<file path="src/design/lsc_pkg.sv">
package lsc_pkg;

  localparam int SLOTS       = 8;
  localparam int SIDE        = 64;
  localparam int PLC         = 16;
  localparam int SLOT_W      = $clog2(SLOTS);
  localparam int SIDE_W      = $clog2(SIDE);
  localparam int H_W         = $clog2(PLC);
  localparam int DIM_W       = $clog2(SIDE) + 1;
  localparam int USR_W       = $clog2(PLC) + 1;
  localparam int CNT_W       = $clog2(PLC) + 1;
  localparam int STORE_DEPTH = SLOTS * SIDE * SIDE;
  localparam int PIX_W       = 33;
  localparam int DEN_W       = 17;
  localparam int MAG_W       = 49;
  localparam int NUM_W       = 50;
  localparam int DIV_LAST    = MAG_W - 1;

  typedef enum logic [3:0] {
    K_SIZE   = 4'd0,
    K_LOAD   = 4'd1,
    K_FREE   = 4'd2,
    K_PLACE  = 4'd3,
    K_RAISE  = 4'd4,
    K_LOWER  = 4'd5,
    K_TOP    = 4'd6,
    K_BOTTOM = 4'd7,
    K_REMOVE = 4'd8,
    K_MOTION = 4'd9,
    K_FRAME  = 4'd10,
    K_READ   = 4'd11
  } kind_e;

  typedef enum logic [1:0] {
    ST_OK    = 2'd0,
    ST_FULL  = 2'd1,
    ST_BAD   = 2'd2,
    ST_INUSE = 2'd3
  } status_e;

  typedef enum logic [1:0] {
    R_CANVAS_W = 2'd0,
    R_CANVAS_H = 2'd1,
    R_BG_COLOR = 2'd2,
    R_RATE     = 2'd3
  } cfg_reg_e;

  typedef struct packed {
    logic [3:0]         kind;
    logic [2:0]         sprite_slot;
    logic [3:0]         placement_handle;
    logic signed [15:0] coord_x;
    logic signed [15:0] coord_y;
    logic signed [15:0] vel_x;
    logic signed [15:0] vel_y;
    logic signed [15:0] acc_x;
    logic signed [15:0] acc_y;
    logic [31:0]        pixel_color;
    logic               pixel_opaque;
    logic [15:0]        frame_number;
  } in_item_t;

  typedef struct packed {
    logic [1:0]  status;
    logic [3:0]  new_handle;
    logic [31:0] color_out;
  } out_item_t;

  typedef struct packed {
    logic [1:0]  index;
    logic [31:0] data;
  } cfg_item_t;

  typedef struct packed {
    logic           capture;
    logic           exec;
    logic           reorder;
    logic           q_take;
    logic           frame;
    logic           fr_init;
    logic           fr_mul1;
    logic           fr_mul2;
    logic           fr_sum;
    logic           fr_div;
    logic           fr_wb;
    logic           load_out;
    logic [H_W-1:0] lidx;
    logic [H_W-1:0] fr_p;
    logic           fr_axis;
  } cmd_t;

  typedef struct packed {
    logic [3:0]       kind;
    logic             h_ok;
    logic             in_canvas;
    logic             find_hit;
    logic             q_inside;
    logic             q_opaque;
    logic             p_valid;
    logic             out_free;
    logic [CNT_W-1:0] lcount;
  } stat_t;

endpackage

</file>
<file path="src/design/lsc_ctrl.sv">
module lsc_ctrl (
  input  logic           clk_i,
  input  logic           rst_ni,
  input  logic           in_valid_i,
  output logic           in_ready_o,
  input  lsc_pkg::stat_t stat_i,
  output lsc_pkg::cmd_t  cmd_o
);
  import lsc_pkg::*;

  typedef enum logic [13:0] {
    S_IDLE  = 14'b00000000000001,
    S_EXEC  = 14'b00000000000010,
    S_FIND  = 14'b00000000000100,
    S_REORD = 14'b00000000001000,
    S_QLAY  = 14'b00000000010000,
    S_QWAIT = 14'b00000000100000,
    S_FINIT = 14'b00000001000000,
    S_FCHK  = 14'b00000010000000,
    S_FMUL1 = 14'b00000100000000,
    S_FMUL2 = 14'b00001000000000,
    S_FSUM  = 14'b00010000000000,
    S_FDIV  = 14'b00100000000000,
    S_FWB   = 14'b01000000000000,
    S_DONE  = 14'b10000000000000
  } state_e;

  localparam logic [H_W-1:0] P_LAST = H_W'(PLC - 1);

  state_e           state_q, state_d;
  logic [CNT_W-1:0] k_q, k_d;
  logic [H_W-1:0]   p_q, p_d;
  logic             ax_q, ax_d;
  logic [5:0]       dc_q, dc_d;

  always_comb begin
    state_d     = state_q;
    k_d         = k_q;
    p_d         = p_q;
    ax_d        = ax_q;
    dc_d        = dc_q;
    in_ready_o  = 1'b0;
    cmd_o       = '0;
    cmd_o.lidx  = (state_q == S_QLAY) ? H_W'(k_q - CNT_W'(1)) : k_q[H_W-1:0];
    cmd_o.fr_p  = p_q;
    cmd_o.fr_axis = ax_q;
    case (state_q)
      S_IDLE: begin
        in_ready_o = 1'b1;
        if (in_valid_i) begin
          cmd_o.capture = 1'b1;
          state_d = S_EXEC;
        end
      end
      S_EXEC: begin
        cmd_o.exec = 1'b1;
        case (kind_e'(stat_i.kind))
          K_RAISE, K_LOWER, K_TOP, K_BOTTOM, K_REMOVE: begin
            if (stat_i.h_ok) begin
              k_d = '0;
              state_d = S_FIND;
            end else begin
              state_d = S_DONE;
            end
          end
          K_FRAME: state_d = S_FINIT;
          K_READ: begin
            if (stat_i.in_canvas) begin
              k_d = stat_i.lcount;
              state_d = S_QLAY;
            end else begin
              state_d = S_DONE;
            end
          end
          default: state_d = S_DONE;
        endcase
      end
      S_FIND: begin
        if (stat_i.find_hit || k_q[H_W-1:0] == P_LAST) begin
          state_d = S_REORD;
        end else begin
          k_d = k_q + CNT_W'(1);
        end
      end
      S_REORD: begin
        cmd_o.reorder = 1'b1;
        state_d = S_DONE;
      end
      // walk layers top-down, one layer probe then, if the point is inside, one store read
      S_QLAY: begin
        if (k_q == '0) begin
          state_d = S_DONE;
        end else if (stat_i.q_inside) begin
          state_d = S_QWAIT;
        end else begin
          k_d = k_q - CNT_W'(1);
        end
      end
      S_QWAIT: begin
        if (stat_i.q_opaque) begin
          cmd_o.q_take = 1'b1;
          state_d = S_DONE;
        end else begin
          k_d = k_q - CNT_W'(1);
          state_d = S_QLAY;
        end
      end
      S_FINIT: begin
        cmd_o.fr_init = 1'b1;
        p_d = '0;
        ax_d = 1'b0;
        state_d = S_FCHK;
      end
      S_FCHK: begin
        cmd_o.frame = 1'b1;
        if (stat_i.p_valid) begin
          state_d = S_FMUL1;
        end else if (p_q == P_LAST) begin
          state_d = S_DONE;
        end else begin
          p_d = p_q + H_W'(1);
        end
      end
      S_FMUL1: begin
        cmd_o.frame = 1'b1;
        cmd_o.fr_mul1 = 1'b1;
        state_d = S_FMUL2;
      end
      S_FMUL2: begin
        cmd_o.frame = 1'b1;
        cmd_o.fr_mul2 = 1'b1;
        state_d = S_FSUM;
      end
      S_FSUM: begin
        cmd_o.frame = 1'b1;
        cmd_o.fr_sum = 1'b1;
        dc_d = 6'(DIV_LAST);
        state_d = S_FDIV;
      end
      S_FDIV: begin
        cmd_o.frame = 1'b1;
        cmd_o.fr_div = 1'b1;
        if (dc_q == '0) begin
          state_d = S_FWB;
        end else begin
          dc_d = dc_q - 6'd1;
        end
      end
      S_FWB: begin
        cmd_o.frame = 1'b1;
        cmd_o.fr_wb = 1'b1;
        if (!ax_q) begin
          ax_d = 1'b1;
          state_d = S_FMUL1;
        end else begin
          ax_d = 1'b0;
          if (p_q == P_LAST) begin
            state_d = S_DONE;
          end else begin
            p_d = p_q + H_W'(1);
            state_d = S_FCHK;
          end
        end
      end
      S_DONE: begin
        if (stat_i.out_free) begin
          cmd_o.load_out = 1'b1;
          state_d = S_IDLE;
        end
      end
      default: state_d = S_IDLE;
    endcase
  end

  always_ff @(posedge clk_i or negedge rst_ni) begin
    if (!rst_ni) begin
      state_q <= S_IDLE;
      k_q     <= '0;
      p_q     <= '0;
      ax_q    <= 1'b0;
      dc_q    <= '0;
    end else begin
      state_q <= state_d;
      k_q     <= k_d;
      p_q     <= p_d;
      ax_q    <= ax_d;
      dc_q    <= dc_d;
    end
  end

endmodule

</file>
<file path="config.mk">
export PLATFORM = sky130hd
export DESIGN_NAME = lsc_ctrl
export DESIGN_NICKNAME = d
export VERILOG_FILES = /design/src/design/lsc_pkg.sv /design/src/design/lsc_ctrl.sv
export SDC_FILE = /design/constraint.sdc
export NUM_CORES = 1
export LEC_CHECK = 0
export BUFFER_PORTS_ARGS = -buffer_cell sky130_fd_sc_hd__buf_2
export CAP_MARGIN = 30
export CORE_MARGIN = 2
export CORE_UTILIZATION = 49
export DETAILED_ROUTE_END_ITERATION = 7
export PLACE_DENSITY = 0.77
export SLEW_MARGIN = 10
export SYNTH_ARGS = -nofsm -noshare
export SYNTH_HDL_FRONTEND = slang
export SYNTH_SLANG_ARGS = --single-unit
</file>
<file path="constraint.sdc">
create_clock -name clk_i -period 2.38 [get_ports clk_i]
set_input_delay 0.238 -clock clk_i [delete_from_list [all_inputs] [get_ports clk_i]]
set_output_delay 0.238 -clock clk_i [all_outputs]
set_load 0.02 [all_outputs]
</file>
# Yosys cells after proc, flatten, opt, wreduce, memory -nomap -nowiden
# Index checks and enable logic that the tools add are counted.
# totals
in_bits	19
regBits	30
out_inout_bits	22
# op_classes
add_sub_neg	4
reduce_logical	13
n_mux	48
n_eq_ne	39
# ops
cell	count
one-hot mux 14 bit (14 select lines)	1
two-way mux 14 bit	13
one-hot mux 14 bit (3 select lines)	1
two-way mux 5 bit	6
!= test 2 bit (second input constant)	11
equality test 4 bit (second input constant)	5
one-hot mux 5 bit (4 select lines)	1
two-way mux 1 bit	17
equality test 4 x 3 -> 1 bit (second input constant)	4
two-way mux 4 bit	4
equality test 14 x 1 -> 1 bit (second input constant)	1
equality test 14 x 10 -> 1 bit (second input constant)	1
equality test 14 x 11 -> 1 bit (second input constant)	1
equality test 14 x 12 -> 1 bit (second input constant)	1
equality test 14 x 13 -> 1 bit (second input constant)	1
equality test 14 bit (second input constant)	1
equality test 14 x 2 -> 1 bit (second input constant)	1
equality test 14 x 3 -> 1 bit (second input constant)	1
equality test 14 x 4 -> 1 bit (second input constant)	1
equality test 14 x 5 -> 1 bit (second input constant)	1
equality test 14 x 6 -> 1 bit (second input constant)	1
equality test 14 x 7 -> 1 bit (second input constant)	1
equality test 14 x 8 -> 1 bit (second input constant)	1
equality test 14 x 9 -> 1 bit (second input constant)	1
other kinds (24)	27

# Logic depth before layout (Yosys ltp)
# depth
depth_word	4
depth_mapped	10
depth_no_buf	8

# Worst setup path before layout
# OpenSTA, ideal clock, no wires.
# synth_path
path_kind	register to output
startpoint	register state_q[12]
endpoint	output port cmd_o[8] in the netlist's numbering
setup_slack_ns	0.003
arrival_time_ns	2.139
n_path_buf	2
path_stages_with_launch	8
path_cell_list	dfrtp_1 buf_2 or3_1 buf_2 nor4_2 nand2_1 nor3_1 xor2_1
# synth_lines
item	line	rtl
start, declared	lsc_ctrl.sv:30	state_e state_q, state_d;
start signal, assigned	lsc_ctrl.sv:183	state_q <= state_d;
end, declared	lsc_ctrl.sv:7	output lsc_pkg::cmd_t cmd_o

==> metrics.md <==
| Metric | Value |
|---|---|
| Height of the die | a little over 70 um |
| H-tree levels | 2 |
| Unrepaired setup endpoints after global routing | yes |
| Synth area leaders | dfrtp_1, o21ai_0, ha_1, nand3_1, nor4_2 |
| Ant. Diodes | 0 |
| Via density | around 6.4 |
| Final-report setup violation count | 3 |
| Final HPWL DP | 4566 um |
| Period utilization | 104.0% |
| Type of the worst min-delay path | input port to asynchronous set/reset pin |
| All-layer global routing usage | a little over a quarter |
| Fin Hold WS | -17.60 ps |
| Gpl congestion | a little over 1 |
| Crit-path cells | or4_4, nor4_4, nand2_2, nor3_4, xor2_1, buf_4 |
| Placed cell count | roughly 360 |
| Crit-path max FO | 7 |
| Die width | 71.44 um |
| Clock Skew | roughly 8.9 ps |
| Routed WL | 6803 um |
| Post-Layout Cell Count | around 380 |
| Asr flop ratio synth | 100.0% |
| Max Root-Sink Buffers | 2 |
| Post-synth EDFFs | 0 |
| Most frequent cell after synthesis | dfrtp_1 |
| Drt pass-1 iters | 5 |
| Post-DRT Antenna Nets | 0 |
| Clk pin slew, worst setup/hold paths | around 80 ps |
| Clk_lat worst skew | between 200 and 300 ps |
| Post-synthesis cell area | 2228 um^2 |
| Root buf cell | clkbuf_8 |
| Crit Path Class | flop to output port |
| Met1 Wirelength | roughly 2900 um |
| Row count | 24 |
| Fmax | around 400 MHz |
| Max Transition Viols Final | 0 |
| Syn Nets | approximately 280 |
| Vias | 2400 |
| Distinct cells, synth | between 60 and 70 |
| Sink Count | 30 |
| DR WL/cell | between 15 and 20 um |
| Slowest cell on the critical path | or4_4 |
| CTS tree | done |
| Post-Syn Area per Cell | roughly 8.7 um^2 |
| PD cells | just under 900 nW/um^2 |
| Largest net degree at the start of global routing | 31 |
| # port buffers | 40 |
| Global-route wire length before repair | 10340 um |
| Layout cells sized above 1 | between 30 and 40% |
| Critical Path Sink Type | output port |
| Initial drt markers | approximately 230 |
| Max incr delay on CP | roughly 600 ps |
| Synth Instances | between 200 and 300 |
| WP data required | roughly 2100 ps |
| Tot Pwr | around 2.5 mW |
| Initial antenna violation count | 0 |
| Synth area leader | dfrtp_1 |
| Worst slew margin | 53.73% |
| Place WS | approximately 170 ps |
| Number of remaining DRC errors | 0 |
| Global route overflow | 0 |
| Failing checks | negative hold slack, negative setup slack |
| Top Metal Used | met4 |
| Startpoint types | flop |
| Yosys top cell area share | about a third |
| Core box area | between 4000 and 5000 um^2 |
| Routed wl met3 | approximately 540 um |
| CP arrival | 2240 ps |
| Status | finished with violations |
| Setup ws final | -94.92 ps |
| Fin. Hold Viols | 15 |
| Number of global-route vias before repair | between 2000 and 2500 |
| Most frequently used flop master after synthesis | dfrtp_1 |
| Synth-to-Final Area Change | 28.97% |
| Hold_buf cts | 0 |
| IO Count | between 40 and 50 |
| Yosys reg bits | 30 |
| Initial core utilization | between 50% and 60% |
| Slew @ Worst Pin | approximately 700 ps |
| Synth cell count leaders | dfrtp_1, nand2_1, nor2_1, o21ai_0 |
| Buffers and inverters on the worst path | 1 |
| Post-layout util | about two thirds |
| Tmin final | around 2500 ps |
| # nets final | 350 |
| Synth warn | 0 |
| Die Area | 5103 um^2 |
| Maxcap violations | 0 |
| Seq/Total Area, Yosys | 33.75% |
| Metal2 WL | around 3200 um |
| Delay-heaviest family, CP | simple AND/OR/NAND/NOR gates |
| Pleak | approximately 1.4 nW |
| Inserted Clock Buffers | 5 |
| Peak VDD IR | about 0.00064 V |
[power by group]
part | total, mW | switching, mW | internal, mW
combinational | 1.23 | 0.658 | 0.571
sequential | 0.725 | 0.137 | 0.588
clock | 0.551 | 0.216 | 0.335
total | 2.51 | 1.01 | 1.49
[layer usage]
layer	GRT usage, %	vias to the layer above
li1	-	1106
met1	34.86	1127
met2	40.74	136
met3	5.485	31
met4	11.95	0
met5	0	-
[cell usage in the layout, fill, tap and decap left out, drive strengths merged, types with 6 or more instances in the layout]
cell	netlist	routed
nand2b	8	8
nand4	7	7
nor2	16	16
o21ai	19	19
nor4	13	13
a21oi	12	12
buf	6	70
nand2	18	18
nor4b	6	6
nor3	11	11
dfrtp	29	29
ha	6	6
nand3	15	15
inv	15	15
clkbuf	3	6
[path summary, 6_finish.rpt]
kind                            start          to  slack (ps)  cells past startpoint
max                        state_q[0]    cmd_o[8]         -90                      6
min                            rst_ni      p_q[1]         -20                      1
max reg2reg                state_q[7]      k_q[1]          90                      9
min reg2reg                   dc_q[5]     dc_q[5]         510                      2
max in group asynchronous      rst_ni  state_q[2]        1900                      1
min in group clk_i         in_valid_i  state_q[0]         160                      2
[repair_timing]
item,4_1_cts,5_1_grt
endpoints found under the hold margin,0,0
buffers inserted,2,5
pin swaps,1,2
resized for setup,5,18
gates cloned,0,0
setup endpoints to repair,5,10
[flip-flops by register name (all words and copies together), names as in the netlist]
name     count
dc_q         6
k_q          5
ax_q         1
state_q     14
p_q          4
[through the flow]
stage                     hold WS (ps)  TNS [ps]  cell area (um^2)
final                           -17.60    -149.2              2874
after global routing             41.83    -360.3              2874
after CTS                        10.72    -19.05              2760
after detailed placement         325.2         0              2610
after global placement           324.2         0              2610
after floorplan                 -57.59         0              2228
[final cells by class]
type	count	area [um^2]
Fill cell	349	1480
Timing Repair Buffer	70	445.4
Clock buffer	6	82.58
Inverter	16	61.31
Sequential cell	30	753.2
Multi-Input combinational cell	202	1436
Clock inverter	1	30.03
Tap cell	52	65.06
[kinds of logic (layout without fill, tap and decap cells)]
| family | Yosys count | in the layout | share of synthesized area [%] |
|---|---|---|---|
| DFF | 30 | 30 | 33.75 |
| AOI/OAI and AO/OA | 64 | 64 | 20.44 |
| buffers and inverters | 25 | 93 | 5.277 |
| adders and majority gates | 6 | 6 | 3.369 |
| and+or+nand+nor | 124 | 124 | 33.97 |
| muxes | 1 | 1 | 0.4492 |
| xor gates and xnor gates | 7 | 7 | 2.751 |
Note: power is estimated with default switching activity, not from simulation.
